`src/itra_pkg.sv`:
```
// Shared constants, types and helper functions for the integer to radix text converter.
`timescale 1ns / 1ps

package itra_pkg;

	// Width of the value field on the input port.
	localparam int IN_W        = 64;
	// Number of low bits of the value that are converted.
	localparam int VALUE_WIDTH = 64;
	// Upper bound on the text length in characters.
	localparam int MAX_TEXT    = 64;

	localparam int STORE_DEPTH = 64;
	localparam int STORE_AW    = $clog2(STORE_DEPTH);
	localparam int DIGIT_W     = 6;
	localparam int RADIX_W     = 6;
	localparam int LEN_W       = 7;
	localparam int CFG_W       = 7;
	localparam int CFG_IDX_W   = 2;
	localparam int CHAR_W      = 8;
	localparam int STATUS_W    = 3;

	// Configuration register indexes.
	localparam logic [CFG_IDX_W-1:0] REG_RADIX      = 2'd0;
	localparam logic [CFG_IDX_W-1:0] REG_BUFFER_LEN = 2'd1;
	localparam logic [CFG_IDX_W-1:0] REG_MIN_LEN    = 2'd2;

	// Reset values of the configuration registers.
	localparam logic [RADIX_W-1:0] RADIX_RESET      = 6'd10;
	localparam logic [LEN_W-1:0]   BUFFER_LEN_RESET = 7'd10;
	localparam logic [LEN_W-1:0]   MIN_LEN_RESET    = 7'd0;

	localparam logic [RADIX_W-1:0] RADIX_MIN = 6'd2;
	localparam logic [RADIX_W-1:0] RADIX_MAX = 6'd36;
	localparam logic [LEN_W-1:0]   BUFFER_MIN = 7'd2;

	// Result status codes.
	localparam logic [STATUS_W-1:0] ST_OK      = 3'd0;
	localparam logic [STATUS_W-1:0] ST_BUFFER  = 3'd1;
	localparam logic [STATUS_W-1:0] ST_RADIX   = 3'd2;
	localparam logic [STATUS_W-1:0] ST_PADDING = 3'd3;
	localparam logic [STATUS_W-1:0] ST_TOO_LONG = 3'd4;

	localparam logic [CHAR_W-1:0] CHAR_ZERO  = 8'h30;
	localparam logic [CHAR_W-1:0] CHAR_A     = 8'h41;
	localparam logic [CHAR_W-1:0] CHAR_MINUS = 8'h2D;
	localparam logic [CHAR_W-1:0] CHAR_NUL   = 8'h00;

	// Response of the shared divider.
	typedef struct packed {
		logic               done;
		logic [DIGIT_W-1:0] remainder;
	} div_resp_t;

	// Maps a digit value to its ASCII character: 0-9 then A-Z.
	function automatic logic [CHAR_W-1:0] digit_char(input logic [DIGIT_W-1:0] d);
		logic [CHAR_W-1:0] dw;
		dw = {2'b00, d};
		if (dw < 8'd10) begin
			return CHAR_ZERO + dw;
		end else if (dw < 8'd36) begin
			return CHAR_A + (dw - 8'd10);
		end else begin
			return CHAR_ZERO;
		end
	endfunction

endpackage

```
`src/itra_ram.sv`:
```
// Generic single write port RAM with one registered read port.
`timescale 1ns / 1ps

module itra_ram #(
	parameter int WIDTH = 8,
	parameter int DEPTH = 64
) (
	input  logic                     clk,
	input  logic                     we,
	input  logic [$clog2(DEPTH)-1:0] waddr,
	input  logic [WIDTH-1:0]         wdata,
	input  logic [$clog2(DEPTH)-1:0] raddr,
	output logic [WIDTH-1:0]         rdata
);

	logic [WIDTH-1:0] mem_q [DEPTH];

	always_ff @(posedge clk) begin
		if (we) begin
			mem_q[waddr] <= wdata;
		end
		rdata <= mem_q[raddr];
	end

endmodule

```
`src/itra_divider.sv`:
```
// Shared restoring divider: one quotient bit per cycle, value divided by the radix.
`timescale 1ns / 1ps

module itra_divider (
	input  logic                                 clk,
	input  logic                                 arst_n,
	input  logic                                 start,
	input  logic [itra_pkg::VALUE_WIDTH-1:0]     dividend,
	input  logic [itra_pkg::RADIX_W-1:0]         divisor,
	output logic [itra_pkg::VALUE_WIDTH-1:0]     quotient,
	output itra_pkg::div_resp_t                  resp
);
	import itra_pkg::*;

	localparam int CNT_W = $clog2(VALUE_WIDTH);

	logic [VALUE_WIDTH-1:0] dq_q;
	logic [DIGIT_W-1:0]     rem_q;
	logic [CNT_W-1:0]       cnt_q;
	logic                   busy_q;
	logic                   done_q;

	logic [RADIX_W:0] trial;
	logic [RADIX_W:0] diff;
	logic             ge;

	// The dividend shifts out at the top while quotient bits shift in at the bottom.
	assign trial = {rem_q, dq_q[VALUE_WIDTH-1]};
	assign ge    = trial >= {1'b0, divisor};
	assign diff  = trial - {1'b0, divisor};

	always_ff @(posedge clk or negedge arst_n) begin
		if (!arst_n) begin
			busy_q <= 1'b0;
			done_q <= 1'b0;
			cnt_q  <= '0;
		end else begin
			done_q <= busy_q && !start && (cnt_q == CNT_W'(VALUE_WIDTH - 1));
			if (start) begin
				busy_q <= 1'b1;
				cnt_q  <= '0;
			end else if (busy_q) begin
				cnt_q <= cnt_q + 1'b1;
				if (cnt_q == CNT_W'(VALUE_WIDTH - 1)) begin
					busy_q <= 1'b0;
				end
			end
		end
	end

	always_ff @(posedge clk) begin
		if (start) begin
			dq_q  <= dividend;
			rem_q <= '0;
		end else if (busy_q) begin
			dq_q  <= {dq_q[VALUE_WIDTH-2:0], ge};
			rem_q <= ge ? diff[DIGIT_W-1:0] : trial[DIGIT_W-1:0];
		end
	end

	assign quotient       = dq_q;
	assign resp.done      = done_q;
	assign resp.remainder = rem_q;

endmodule

```
`src/int_to_radix_ascii.sv`:
```
// Top level: signed integer to ASCII text in a configurable radix, one character per item.
`timescale 1ns / 1ps
// Each digit takes one pass through the shared divider (start, 64 bit steps, done), and
// all digits are produced before the first character is sent.
// Input is stalled from acceptance until the final character enters the output register.
// Reset: asynchronous and active low; radix 10, buffer length 10, minimum length 0.
// The digit store is not cleared; every conversion writes each entry it reads.

module int_to_radix_ascii (
	input  logic                                 clk,
	input  logic                                 arst_n,
	// configuration write port
	input  logic                                 cfg_write,
	input  logic [itra_pkg::CFG_IDX_W-1:0]       cfg_index,
	input  logic [itra_pkg::CFG_W-1:0]           cfg_data,
	// input channel
	input  logic                                 in_valid,
	output logic                                 in_stall,
	input  logic [itra_pkg::IN_W-1:0]            value,
	// output channel
	output logic                                 out_valid,
	input  logic                                 out_stall,
	output logic [itra_pkg::CHAR_W-1:0]          character,
	output logic                                 last,
	output logic [itra_pkg::STATUS_W-1:0]        status
);
	import itra_pkg::*;

	typedef enum logic [2:0] {
		S_IDLE,
		S_DIV_START,
		S_DIV_WAIT,
		S_LEN_CHECK,
		S_EMIT_FETCH,
		S_EMIT_PUT,
		S_ERROR
	} state_t;

	state_t state_q;

	// Configuration registers.
	logic [RADIX_W-1:0] radix_q;
	logic [LEN_W-1:0]   buffer_length_q;
	logic [LEN_W-1:0]   min_length_q;

	// Per-item working registers.
	logic [VALUE_WIDTH-1:0] remaining_q;
	logic [LEN_W-1:0]       digit_count_q;
	logic [LEN_W-1:0]       room_q;
	logic                   neg_q;
	logic [STATUS_W-1:0]    err_q;
	logic                   sign_pend_q;
	logic [LEN_W-1:0]       pad_left_q;
	logic [LEN_W-1:0]       dig_left_q;
	logic [LEN_W-1:0]       chars_left_q;

	// Output register.
	logic                   out_valid_q;
	logic [CHAR_W-1:0]      character_q;
	logic                   last_q;
	logic [STATUS_W-1:0]    status_q;

	logic [VALUE_WIDTH-1:0] raw_c;
	logic                   neg_c;
	logic [VALUE_WIDTH-1:0] mag_c;
	logic [LEN_W-1:0]       buf_m1_c;
	logic [LEN_W-1:0]       room_c;
	logic [STATUS_W-1:0]    check_c;
	logic [LEN_W-1:0]       text_len_c;
	logic                   accept_in;
	logic                   out_free;
	logic                   load_out_c;
	logic [LEN_W-1:0]       dig_idx_c;

	logic                   div_start;
	logic [VALUE_WIDTH-1:0] div_quot;
	div_resp_t              div_resp;
	logic                   ram_we;
	logic [DIGIT_W-1:0]     ram_rdata;

	// Only the low VALUE_WIDTH bits are converted; the most negative value negates to
	// 2^(VALUE_WIDTH-1), which is still correct as an unsigned magnitude.
	assign raw_c = value[VALUE_WIDTH-1:0];
	assign neg_c = raw_c[VALUE_WIDTH-1];
	assign mag_c = neg_c ? (~raw_c + 1'b1) : raw_c;

	// Usable room is the buffer minus its terminator, capped at the text limit.
	assign buf_m1_c = buffer_length_q - 1'b1;
	assign room_c   = (buf_m1_c > LEN_W'(MAX_TEXT)) ? LEN_W'(MAX_TEXT) : buf_m1_c;

	// Settings checks, in priority order. They depend only on configuration, so they
	// are resolved in the cycle the item is accepted.
	always_comb begin
		if (buffer_length_q < BUFFER_MIN) begin
			check_c = ST_BUFFER;
		end else if (radix_q < RADIX_MIN || radix_q > RADIX_MAX) begin
			check_c = ST_RADIX;
		end else if (min_length_q > room_c) begin
			check_c = ST_PADDING;
		end else begin
			check_c = ST_OK;
		end
	end

	assign text_len_c = digit_count_q + {{(LEN_W-1){1'b0}}, neg_q};

	assign in_stall  = (state_q != S_IDLE);
	assign accept_in = in_valid && !in_stall;
	// The output register can take a new character when empty or being drained.
	assign out_free  = !out_valid_q || !out_stall;
	// A character or an error item enters the output register this cycle.
	assign load_out_c = out_free && (state_q inside {S_EMIT_PUT, S_ERROR});

	assign div_start = (state_q == S_DIV_START);
	assign ram_we    = (state_q == S_DIV_WAIT) && div_resp.done;

	// Digits sit least significant first, so the most significant unsent digit lives at
	// index dig_left - 1. The address is the dig_left register less one and the store's read port
	// is registered, so the read data is valid in the cycle after the pointer moves.
	assign dig_idx_c = dig_left_q - 1'b1;

	itra_divider u_divider (
		.clk      (clk),
		.arst_n   (arst_n),
		.start    (div_start),
		.dividend (remaining_q),
		.divisor  (radix_q),
		.quotient (div_quot),
		.resp     (div_resp)
	);

	itra_ram #(
		.WIDTH (DIGIT_W),
		.DEPTH (STORE_DEPTH)
	) u_digit_store (
		.clk   (clk),
		.we    (ram_we),
		.waddr (digit_count_q[STORE_AW-1:0]),
		.wdata (div_resp.remainder),
		.raddr (dig_idx_c[STORE_AW-1:0]),
		.rdata (ram_rdata)
	);

	// Configuration writes; an index beyond the register list is ignored.
	always_ff @(posedge clk or negedge arst_n) begin
		if (!arst_n) begin
			radix_q         <= RADIX_RESET;
			buffer_length_q <= BUFFER_LEN_RESET;
			min_length_q    <= MIN_LEN_RESET;
		end else if (cfg_write) begin
			case (cfg_index)
				REG_RADIX:      radix_q         <= cfg_data[RADIX_W-1:0];
				REG_BUFFER_LEN: buffer_length_q <= cfg_data[LEN_W-1:0];
				REG_MIN_LEN:    min_length_q    <= cfg_data[LEN_W-1:0];
				default: ;
			endcase
		end
	end

	// Sequencer: divide repeatedly until the quotient is zero, check the length, then send
	// sign, padding zeros and digits, one character per pass through the emit loop, or a NUL on error.
	always_ff @(posedge clk or negedge arst_n) begin
		if (!arst_n) begin
			state_q       <= S_IDLE;
			out_valid_q   <= 1'b0;
			remaining_q   <= '0;
			digit_count_q <= '0;
		end else begin
			if (load_out_c) begin
				out_valid_q <= 1'b1;
			end else if (!out_stall) begin
				out_valid_q <= 1'b0;
			end
			case (state_q)
				S_IDLE: begin
					if (accept_in) begin
						neg_q  <= neg_c;
						room_q <= room_c;
						err_q  <= check_c;
						if (check_c != ST_OK) begin
							state_q <= S_ERROR;
						end else begin
							remaining_q   <= mag_c;
							digit_count_q <= '0;
							state_q       <= S_DIV_START;
						end
					end
				end
				S_DIV_START: begin
					state_q <= S_DIV_WAIT;
				end
				S_DIV_WAIT: begin
					if (div_resp.done) begin
						remaining_q   <= div_quot;
						digit_count_q <= digit_count_q + 1'b1;
						state_q       <= (div_quot == '0) ? S_LEN_CHECK : S_DIV_START;
					end
				end
				S_LEN_CHECK: begin
					if (text_len_c > room_q) begin
						err_q   <= ST_TOO_LONG;
						state_q <= S_ERROR;
					end else begin
						sign_pend_q  <= neg_q;
						dig_left_q   <= digit_count_q;
						if (min_length_q > text_len_c) begin
							pad_left_q   <= min_length_q - text_len_c;
							chars_left_q <= min_length_q;
						end else begin
							pad_left_q   <= '0;
							chars_left_q <= text_len_c;
						end
						state_q <= S_EMIT_FETCH;
					end
				end
				S_EMIT_FETCH: begin
					state_q <= S_EMIT_PUT;
				end
				S_EMIT_PUT: begin
					if (out_free) begin
						status_q    <= ST_OK;
						last_q      <= (chars_left_q == LEN_W'(1));
						if (sign_pend_q) begin
							character_q <= CHAR_MINUS;
							sign_pend_q <= 1'b0;
						end else if (pad_left_q != '0) begin
							character_q <= CHAR_ZERO;
							pad_left_q  <= pad_left_q - 1'b1;
						end else begin
							character_q <= digit_char(ram_rdata);
							dig_left_q  <= dig_left_q - 1'b1;
						end
						chars_left_q <= chars_left_q - 1'b1;
						state_q      <= (chars_left_q == LEN_W'(1)) ? S_IDLE : S_EMIT_FETCH;
					end
				end
				S_ERROR: begin
					if (out_free) begin
						character_q <= CHAR_NUL;
						last_q      <= 1'b1;
						status_q    <= err_q;
						state_q     <= S_IDLE;
					end
				end
				default: begin
					state_q <= S_IDLE;
				end
			endcase
		end
	end

	assign out_valid = out_valid_q;
	assign character = character_q;
	assign last      = last_q;
	assign status    = status_q;

`ifndef SYNTHESIS
	// An error result is always a single NUL character that closes the text.
	assert property (@(posedge clk) disable iff (!arst_n)
		out_valid && status != ST_OK |-> last && character == CHAR_NUL)
		else $error("error result is not a lone terminating NUL");

	// The divider only reports completion while the sequencer waits for it.
	assert property (@(posedge clk) disable iff (!arst_n)
		div_resp.done |-> state_q == S_DIV_WAIT)
		else $error("divider finished outside the divide phase");

	// A conversion never makes more digits than the store holds.
	assert property (@(posedge clk) disable iff (!arst_n)
		digit_count_q <= LEN_W'(STORE_DEPTH))
		else $error("digit count exceeds the digit store");

	// Once an item is taken, the block is busy on the next cycle.
	assert property (@(posedge clk) disable iff (!arst_n)
		accept_in |=> in_stall)
		else $error("input accepted without going busy");
`endif

endmodule
```
`config.mk`:
```
export PLATFORM = sky130hd
export DESIGN_NAME = int_to_radix_ascii
export DESIGN_NICKNAME = d
export VERILOG_FILES = /design/src/itra_pkg.sv /design/src/itra_ram.sv /design/src/itra_divider.sv /design/src/int_to_radix_ascii.sv
export SDC_FILE = /design/constraint.sdc
export NUM_CORES = 1
export LEC_CHECK = 0
export ABC_AREA = 1
export BUFFER_PORTS_ARGS = -buffer_cell sky130_fd_sc_hd__buf_2
export CORE_MARGIN = 5
export CORE_UTILIZATION = 57
export DETAILED_ROUTE_END_ITERATION = 10
export GPL_TIMING_DRIVEN = 0
export HOLD_SLACK_MARGIN = 0.1
export PLACE_DENSITY = 0.77
export SYNTH_ARGS = -nofsm -noshare
export SYNTH_HDL_FRONTEND = slang
export SYNTH_SLANG_ARGS = --single-unit
```
`constraint.sdc`:
```
create_clock -name clk -period 2.9 [get_ports clk]
set_input_delay 0.145 -clock clk [delete_from_list [all_inputs] [get_ports clk]]
set_output_delay 0.145 -clock clk [all_outputs]
set_load 0.05 [all_outputs]
```
# Word level (Yosys, flattened, before mapping)
# Memories as Yosys holds them, arrays and structs flattened. A register that Yosys moved wholly into a read port is not among the register bits.
# Cells that the tools add are included.
op_classes:
  n_mux: 67
  shifts: 0
  bitwise: 1
  mul: 0
  order_cmp: 10
  reduce_logical: 33
  add_sub_neg: 13
  n_div: 0
  eq_ne: 21
ops:
  columns: ["operator", "count"]
  rows:
  - ["two-way mux 64 bit", 6]
  - ["case mux 64 bit (2 select lines)", 1]
  - ["two-way mux 7 bit", 16]
  - ["adder 64 x 1 -> 64 bit, second input constant", 1]
  - ["logical NOT 64 bit", 1]
  - ["inverter 64 bit", 1]
  - ["case mux 7 bit (2 select lines)", 4]
  - ["two-way mux 8 bit", 6]
  - ["two-way mux 3 bit", 10]
  - ["subtractor 7 x 1 -> 7 bit, second input constant", 4]
  - ["> comparator 7 bit", 3]
  - ["case mux 3 bit (7 select lines)", 1]
  - ["AND reduction 4 bit", 5]
  - ["two-way mux 6 bit", 3]
  - ["inequality test 2 bit, second input constant", 8]
  - ["case mux 8 bit (2 select lines)", 1]
  - ["case mux 3 bit (2 select lines)", 2]
  - ["AND reduction 6 bit", 2]
  - ["two-way mux 1 bit", 11]
  - ["nonzero test 2 bit", 5]
  - ["== test 3 bit, second input constant", 3]
  - ["adder 7 x 8 -> 8 bit, first input constant", 1]
  - ["two-way mux 2 bit", 4]
  - ["adder 6 x 6 -> 7 bit, first input constant", 1]
  - ["30 further kinds", 45]
totals:
  mem_bits_rw: 384
  latch_bits: 0
  output_inout_bits: 14
  mem_count: 1
  register_bits: 218
  romBits: 0
mem_list:
  columns: ["name", "words", "width", "read_ports", "rd_ports_with_merged_regs", "wr", "line_no", "rtl"]
  rows:
  - ["u_digit_store.mem_q", 64, 6, 1, 1, 1, "itra_ram.sv:16", "logic [WIDTH-1:0] mem_q [DEPTH];"]

# Longest topological paths before layout
# Gate-level depths: netlist (run 1).
logic_depth:
  word_depth: 11
  ltp_mapped: 26
  mapped_depth_nobuf: 24

# Cells and area by module
# Synthesis (run 1) repeated with hierarchy kept, for this count alone.
hier_totals:
  cells_unflattened: 3388
  hier_area_um2: 30046.3
by_module_without_submodules:
  columns: ["module", "area_per_inst_um2", "cells_per_inst", "n_inst", "seq_area_each_um2"]
  rows:
  - ["itra_ram", 15930.3, 1376, 1, 11651.2]
  - ["int_to_radix_ascii", 10402.5, 1598, 1, 3703.6]
  - ["itra_divider", 3713.6, 414, 1, 2242.2]

# Least setup slack after synthesis (run 1)
# OpenSTA, ideal clock, no wires.
synth_timing:
  path_kind: "register -> register"
  start: "reg state_q[2]"
  end: "reg u_divider.cnt_q[1]"
  n_path_buf: 0
  stages_incl_launch_ff: 6
  path_slack_ns: -0.167
  arrival_ns: 2.946
  cell_sequence: "dfrtp_1 > nor3_2 > inv_1 > nand2_1 > inv_1 > a22o_1"
synth_via:
  elab_chain_cells: 2
synth_lines:
  columns: ["item", "line_no", "rtl"]
  rows:
  - ["start: declaration", "int_to_radix_ascii.sv:39", "state_t state_q;"]
  - ["start signal: assignment", "int_to_radix_ascii.sv:196", "state_q <= (div_quot == '0) ? S_LEN_CHECK : S_DIV_START;"]
  - ["start signal: assignment", "int_to_radix_ascii.sv:234", "state_q <= (chars_left_q == LEN_W'(1)) ? S_IDLE : S_EMIT_FETCH;"]
  - ["== test 3 x 1 -> 1 bit (*)", "int_to_radix_ascii.sv:114", "assign div_start = (state_q == S_DIV_START);"]
  - ["two-way mux 6 bit or nonzero test 2 bit (tied branches)", null, null]
  - ["end signal: assignment", "itra_divider.sv:43", "cnt_q <= cnt_q + 1'b1;"]
  - ["end: declaration", "itra_divider.sv:19", "logic [CNT_W-1:0] cnt_q;"]
# Every way passes the cells marked *; elsewhere a longest branch is shown, timed or not.
# A chain may end at the register's enable or synchronous reset.

# Worst setup path in the final report (run 1)
layout_timing:
  start: "reg buffer_length_q[0]"
  end: "reg remaining_q[26]"
layout_via:
  elab_chain_cells: 10
layout_lines:
  columns: ["item", "line_no", "rtl"]
  rows:
  - ["start: declaration", "int_to_radix_ascii.sv:43", "logic [LEN_W-1:0] buffer_length_q;"]
  - ["start signal: assignment", "int_to_radix_ascii.sv:153", "REG_BUFFER_LEN: buffer_length_q <= cfg_data[LEN_W-1:0];"]
  - ["subtractor 7 x 1 -> 7 bit (*)", "int_to_radix_ascii.sv:88", "assign buf_m1_c = buffer_length_q - 1'b1;"]
  - ["> comparator 7 bit", "int_to_radix_ascii.sv:89", "assign room_c = (buf_m1_c > LEN_W'(MAX_TEXT)) ? LEN_W'(MAX_TEXT) : buf_m1_c;"]
  - ["two-way mux 7 bit (*)", "int_to_radix_ascii.sv:89", null]
  - ["named net room_c[6]", "int_to_radix_ascii.sv:67", "logic [LEN_W-1:0] room_c;"]
  - ["> comparator 7 bit (*)", "int_to_radix_ascii.sv:98", "end else if (min_length_q > room_c) begin"]
  - ["two-way mux 2 bit (*)", "int_to_radix_ascii.sv:98", null]
  - ["two-way mux 2 bit (*)", "int_to_radix_ascii.sv:96", "end else if (radix_q < RADIX_MIN || radix_q > RADIX_MAX) begin"]
  - ["two-way mux 3 bit (*)", "int_to_radix_ascii.sv:94", "if (buffer_length_q < BUFFER_MIN) begin"]
  - ["nonzero test 3 bit (*)", "int_to_radix_ascii.sv:180", "if (check_c != ST_OK) begin"]
  - ["inequality test 2 bit (no line) (*)", null, null]
  - ["AND reduction 4 bit (no line) (*)", null, null]
  - ["end signal: assignment", "int_to_radix_ascii.sv:183", "remaining_q <= mag_c;"]
  - ["end signal: assignment", "int_to_radix_ascii.sv:194", "remaining_q <= div_quot;"]
  - ["end: declaration", "int_to_radix_ascii.sv:47", "logic [VALUE_WIDTH-1:0] remaining_q;"]
# Mark *: on every way through the listed nets, which the timed path passes. The rest lies on a longest branch.

==> results of run 1 <==
==> cells in the final DEF (no fill, tap or decap), types with 13 or more instances in the layout <==
master,Yosys,layout
o22ai_1,19,19
nand4_1,32,32
nand3_1,198,194
inv_1,242,231
bufinv_16,0,14
clkbuf_16,0,63
nor2_1,552,535
nor2_4,1,15
xor2_1,22,17
clkbuf_2,0,13
clkbuf_1,71,63
edfxtp_1,492,492
nand2_2,1,36
o21ai_1,3,17
dlygate4sd3_1,0,80
dfrtp_1,99,95
inv_2,8,15
a21oi_1,49,47
ha_1,45,33
buf_2,42,126
nand2_1,691,641
o21ai_0,405,385
buf_4,16,58
o211ai_1,97,97
==> critical path: stages, from the launching register on <==
cell and delay [ns]:
dfrtp_1 0.41, inv_2 0.08, ha_4 0.18, inv_4 0.06, nor2_4 0.10, nand2_4 0.09, or3_4 0.41, nand2_8 0.14
inv_2 0.07, ha_4 0.29, nand2_4 0.07, nor2_4 0.13, nand4_1 0.17, nand2_2 0.12, nand4_1 0.12, nand2_2 0.14
nand2_4 0.09, inv_4 0.08, buf_12 0.13, buf_12 0.14, clkbuf_16 0.17, nand2_4 0.05, nand2_2 0.07
==> routing by layer <==
layer  share of wire (%)  vias up  global-route usage (%)
met4                 5.5        0                    14.8
met5                   0        -                       0
met1                  37    12402                    42.6
met2                  49     1522                    56.4
li1                    -    11471                       -
met3                 8.6      300                    4.60
==> power breakdown <==
part	switching [W]	leakage, nW	total, W	internal [W]
Combinational	0.00749	6.97	0.0113	0.00384
Sequential	0.00118	5.98	0.0129	0.0118
Clock	0.00335	1.06	0.00853	0.00518
==> registers in the layout (all words and copies together) (netlist names), 3 cells and up <==
signal	count
character	8
err_q	3
radix_q	6
digit_count_q	7
pad_left_q	7
min_length_q	7
state_q	3
remaining_q	64
room_q	7
u_digit_store.mem_q	384
u_digit_store.rdata	6
dig_left_q	6
u_divider.quotient	64
status	3
u_divider.cnt_q	6
chars_left_q	7
buffer_length_q	7
u_divider.rem_q	6
==> worst paths after layout <==
path | end | cells past startpoint
max | remaining_q[26] | 22
min | remaining_q[10] | 5
max reg2reg | remaining_q[26] | 22
min reg2reg | remaining_q[25] | 2
max in group asynchronous | remaining_q[32] | 3
min in group asynchronous | remaining_q[58] | 2
==> cells by family (layout without fill, tap and decap cells) <==
group | Yosys count | count (layout)
DFF | 607 | 607
buffers and inverters | 394 | 732
adders and majority gates | 47 | 47
AOI/OAI and AO/OA | 597 | 597
xor gates and xnor gates | 32 | 32
and+or+nand+nor | 1517 | 1517
==> through the flow <==
| stage | cells | instance area [sq um] | power, W | TNS [ns] | worst slack [ns] |
|---|---|---|---|---|---|
| final | 4212 | 35400 | 0.0328 | -28.23 | -0.476 |
| after global routing | 4212 | 35400 | 0.0342 | -33.54 | -0.523 |
| after CTS | 4207 | 34800 | 0.0317 | -8.92 | -0.217 |
| after detailed placement | 3973 | 31100 | 0.0223 | -55.51 | -0.834 |
| after global placement | 3965 | 30900 | 0.0218 | -87.93 | -1.26 |
| after floorplan | 3194 | 29600 | 0.0186 | 0 | 0.0752 |
==> area by class of cell <==
cell class	instances	area (sq um)	share of cell area (%)
clock buffer	74	1610	4.54
inverter	250	956	2.70
tap	680	851	2.41
sequential	607	17600	49.8
clock inverter	36	558	1.58
timing repair inverter	1	3.75	0.0106
multi-input combinational	2193	11100	31.3
buffer	140	823	2.33
timing repair buffer	231	1890	5.36
==> timing repair <==
| item | 4_1_cts | 5_1_grt |
|---|---|---|
| hold buffers | 80 | 0 |
| endpoints found under the hold margin | 158 | 0 |
| pin swaps | 16 | 40 |
| resized for setup | 136 | 130 |
| endpoints found under the setup margin | 120 | 117 |
| setup buffers | 44 | 11 |
| gates cloned | 2 | 1 |
==> metrics, run 1 <==
status complete, but fails checks; violated checks negative setup slack; net count after synthesis 3,319; root buf cell clkbuf_16; Worst-Margin Slew 1.33 ns; core area 51,400 sq um; count leader, synth nand2_1; dominant cell type by area after synthesis edfxtp_1; RSZ-0062 raised after global routing true; die width 238 um; first-pass GRT wire length 145,000 um; gr ovfl total 0; area delta synth->final 19.5%; mux cell area share after synthesis 0%; combinational family with the most area after synthesis simple AND/OR/NAND/NOR gates; Synth top cells by count nand2_1, nor2_1, edfxtp_1; ant diodes 0; sequential area share after synthesis 59.5%; CP required 3.46 ns; Worst Path Max Fanout 7; Hold Violations, Final 0; Synth cell types 53; pwr/cell area 928 nW/um^2; layout cell share with drive strength beyond 1 13.7%; top cell type's share of synthesized area 49.9%; final-layout fill cell count 3,761; Fmax 0.296 GHz; drt wl/cell 23.3 um; final core occ 68.8%; Starting Density 57.6%; Mapped Area 29,600 sq um; Synth Area per Inst 9.26 sq um; Worst setup SP type register; slew margin rel. 10.4%; largest net degree at the start of global routing 68; Pre-Repair DR Iteration Count 6; Iteration-0 DRC Markers 3,073; WHS 0.127 ns; Tmin final 3.38 ns; WP data arrival 3.94 ns; Final ANT Viol Nets 0; Post-synth top flop edfxtp_1; Synth warnings 0; simple logic cell fraction of the synthesized area 20.8%; Die ar. 56,600 sq um; Setup Crit Path Kind reg2reg; worst hold start value[10]; clk_lat worst skew 0.63 ns; DP HPWL 68,100 um; Post-Synth XOR/XNOR Area 0.973%; Post-synth EDFFs 492; Via Count 25,695; Placer Congestion 1.03; nets@finish 3,608; clk_skew 0.0315 ns; Seq cells post-synth 607; adder-cell share of the synthesized area 2.04%; Ports 92; TritonCTS clock tree yes; Die Ht 238 um; maximum vdd drop 0.643 mV; worst setup path start buffer_length_q[0]; max-cap viol count 0; H-Tree Depth 2; R2R setup slack -0.48 ns; Synth Instances 3,194; worst hold path class in2reg; Compound-Gate Fraction of Synth Area 11.2%; Clk pin slew, worst setup/hold paths 0.07 ns; IO buf count 91; Async S/R FF share, synth 17.0%; clock sinks 607; Final Slew Violations 0; vias in the first global route 24,718; row count 83; Leak 14.0 nW; antenna violations before repair 0; fin crit share 116%; endpoints failing setup 88; reg2reg start buffer_length_q[0]; Via density 6.10; TritonCTS Buffers 59; DRC viols 0; Tot GR Track Use 33.1%; final setup margin -0.476 ns; final wirelength 98,000 um; Worst Setup End Kind register; synth top area cells edfxtp_1, nand2_1, dfrtp_1, nor2_1, o21ai_0; clk buf depth 3
Note: power is estimated with default switching activity, not from simulation.
==> inputs of run 2 (changes only) <==
--- a/config.mk
+++ b/config.mk
@@ -9,5 +9,5 @@
 export BUFFER_PORTS_ARGS = -buffer_cell sky130_fd_sc_hd__buf_2
 export CORE_MARGIN = 5
-export CORE_UTILIZATION = 57
+export CORE_UTILIZATION = 60
 export DETAILED_ROUTE_END_ITERATION = 10
 export GPL_TIMING_DRIVEN = 0
==> constraint.sdc (replaced) <==
create_clock -name clk -period 3.7 [get_ports clk]
set_input_delay 0.185 -clock clk [delete_from_list [all_inputs] [get_ports clk]]
set_output_delay 0.185 -clock clk [all_outputs]
set_load 0.01 [all_outputs]
==> metrics, run 2 (synthesized netlist as in run 1, its figures left out) <==
antenna violations before repair 1 (+1); clk buf depth 3 (unchanged); pre-CTS setup slack -0.131 ns (+0.703 ns); status complete, no violations; Worst Path Max Fanout 10 (+3); row count 81 (-2.4%); H-Tree Depth 2 (unchanged); first-pass GRT wire length 141,000 um (-2.7%); Setup Crit Path Kind reg2reg; WHS 0.131 ns (+0.00394 ns); Tot GR Track Use 34.1% (+0.99 points); most common cell after layout, fill and taps aside nand2_1; Iteration-0 DRC Markers 2,756 (-10%); gr ovfl total 0 (unchanged); Placer Congestion 1.01 (-1.7%); Hold Violations, Final 0 (unchanged); Pre-Repair DR Iteration Count 7 (+1); area delta synth->final 14.5%; Fmax 0.277 GHz (-6.6%); switching share of total power 36.3% (-0.36 points); Tmin final 3.61 ns (+0.237 ns); Leak 13.4 nW (-4.2%); TritonCTS Buffers 59 (unchanged); TritonCTS clock tree yes; Final ANT Viol Nets 0 (unchanged); vias in the first global route 23,931 (-3.2%); final wirelength 92,100 um (-6.1%); Die ar. 53,900 sq um (-4.8%); endpoints failing setup 0 (-100%); Comb power frac 30.9% (-3.7 points); worst hold path class in2reg; most flop-heavy register u_digit_store.mem_q; Via density 5.97 (-2.1%); layout cell share with drive strength beyond 1 8.78% (-4.9 points); IO buf count 91 (unchanged); largest net degree at the start of global routing 68 (unchanged); Ports 92 (unchanged); Die Ht 232 um (-2.4%); setup total negative slack 0 ns (+28.23 ns); Final Slew Violations 0 (unchanged); clock sinks 607 (unchanged); Non-Filler Instances 4,140 (-1.7%); pwr/cell area 707 nW/um^2 (-24%); DRC viols 0 (unchanged); drt wl/cell 22.2 um (-4.5%); DP HPWL 67,500 um (-0.85%); CP required 4.24 ns (+0.78 ns); Starting Density 60.6% (+3.0 points); root buf cell clkbuf_16; Worst Setup End Kind register; WP data arrival 4.15 ns (+0.21 ns); Flop pwr share 42.4% (+2.9 points); core area 48,800 sq um (-5.0%); max-cap viol count 0 (unchanged); Post-Place Cells 3,957 (-0.40%); clk_skew 0.0386 ns (+0.00713 ns); total power 0.0239 W (-27%); RSZ-0062 raised after global routing false; internal power 0.0153 W (-27%); sw power 0.00869 W (-28%); Clk network pwr share 26.7% (+0.7 points); slew margin rel. 19.0% (+8.6 points); nets@finish 3,551 (-1.6%); die width 232 um (-2.4%); max reg flops 384 (unchanged); Via Count 24,721 (-3.8%); Clk pin slew, worst setup/hold paths 0.06 ns (about the same); final setup margin 0.0874 ns (+0.563 ns); Post-CTS Setup Inserts 0 (-100%); Worst setup SP type register; fin crit share 97.6% (-19 points); maximum vdd drop 0.546 mV (-15%); clk_lat worst skew 0.63 ns (about the same); Worst-Margin Slew 1.21 ns (-0.128 ns); most frequent cells in the layout nand2_1, nor2_1, edfxtp_1
## run 2: layer usage
metal / track usage (%) / wire length (um) / vias up / share of wire, %
met4: 16.2 / 4800 / 0 / 5.2
met3: 4.92 / 7970 / 255 / 8.7
met2: 57.1 / 44700 / 1405 / 48
met5: 0 / 0 / - / 0
li1: - / - / 11350 / -
met1: 44.2 / 34600 / 11711 / 38
## run 2: final timing paths
kind / start / cells after the start / slack, ns / end
min: in_valid / 3 / 0.13 / room_q[0]
max in group asynchronous: arst_n / 3 / 2.76 / remaining_q[28]
max: dig_left_q[0] / 13 / 0.09 / u_digit_store.rdata[1]
max reg2reg: dig_left_q[0] / 13 / 0.09 / u_digit_store.rdata[1]
min in group asynchronous: arst_n / 2 / 0.14 / remaining_q[48]
min reg2reg: u_divider.cnt_q[5] / 1 / 0.46 / u_divider.busy_q
## run 2: repair_timing
action | CTS | global route
setup endpoints to repair | 13 | 71
hold buffers | 72 | 0
gates cloned | 0 | 0
pin swaps | 0 | 0
resized for setup | 3 | 19
hold endpoints to repair | 183 | 0
## run 2: through the flow
step,instance area (sq um),util [%]
3_5_place_dp,31100,63.6
2_1_floorplan,29600,-
3_3_place_gp,30900,63.2
4_1_cts,33800,69.3
6_report,33900,69.3
5_1_grt,33900,69.3
## run 2: power groups by stage
stage / logic (W) / registers (W) / clock network [W]
2_1_floorplan: 0.00443 / 0.0101 / 0
3_3_place_gp: 0.00638 / 0.0107 / 0
3_5_place_dp: 0.00715 / 0.0102 / 0
4_1_cts: 0.00729 / 0.0101 / 0.00640
5_1_grt: 0.00813 / 0.0103 / 0.00672
6_report: 0.00741 / 0.0101 / 0.00639
## run 2: area by class of cell
type,count,area (sq um)
multi-input combinational,2193,10400
inverter,250,938
clock buffer,73,1570
sequential,607,17600
tap,664,831
fill,3655,15000
timing repair buffer,171,1340
clock inverter,37,479
buffer,144,691
antenna,1,2.50
## run 2: critical path, stage by stage, from the launching register on
cell and delay [ns]:
edfxtp_1 0.45, inv_2 0.14, buf_4 0.20, buf_4 0.23, buf_2 0.33, ha_1 0.33, inv_2 0.19, buf_1 0.38
o21ai_0 0.22, o21ai_0 0.43, o211ai_1 0.14, nand3_1 0.17, nand3_1 0.11, nand2_1 0.19
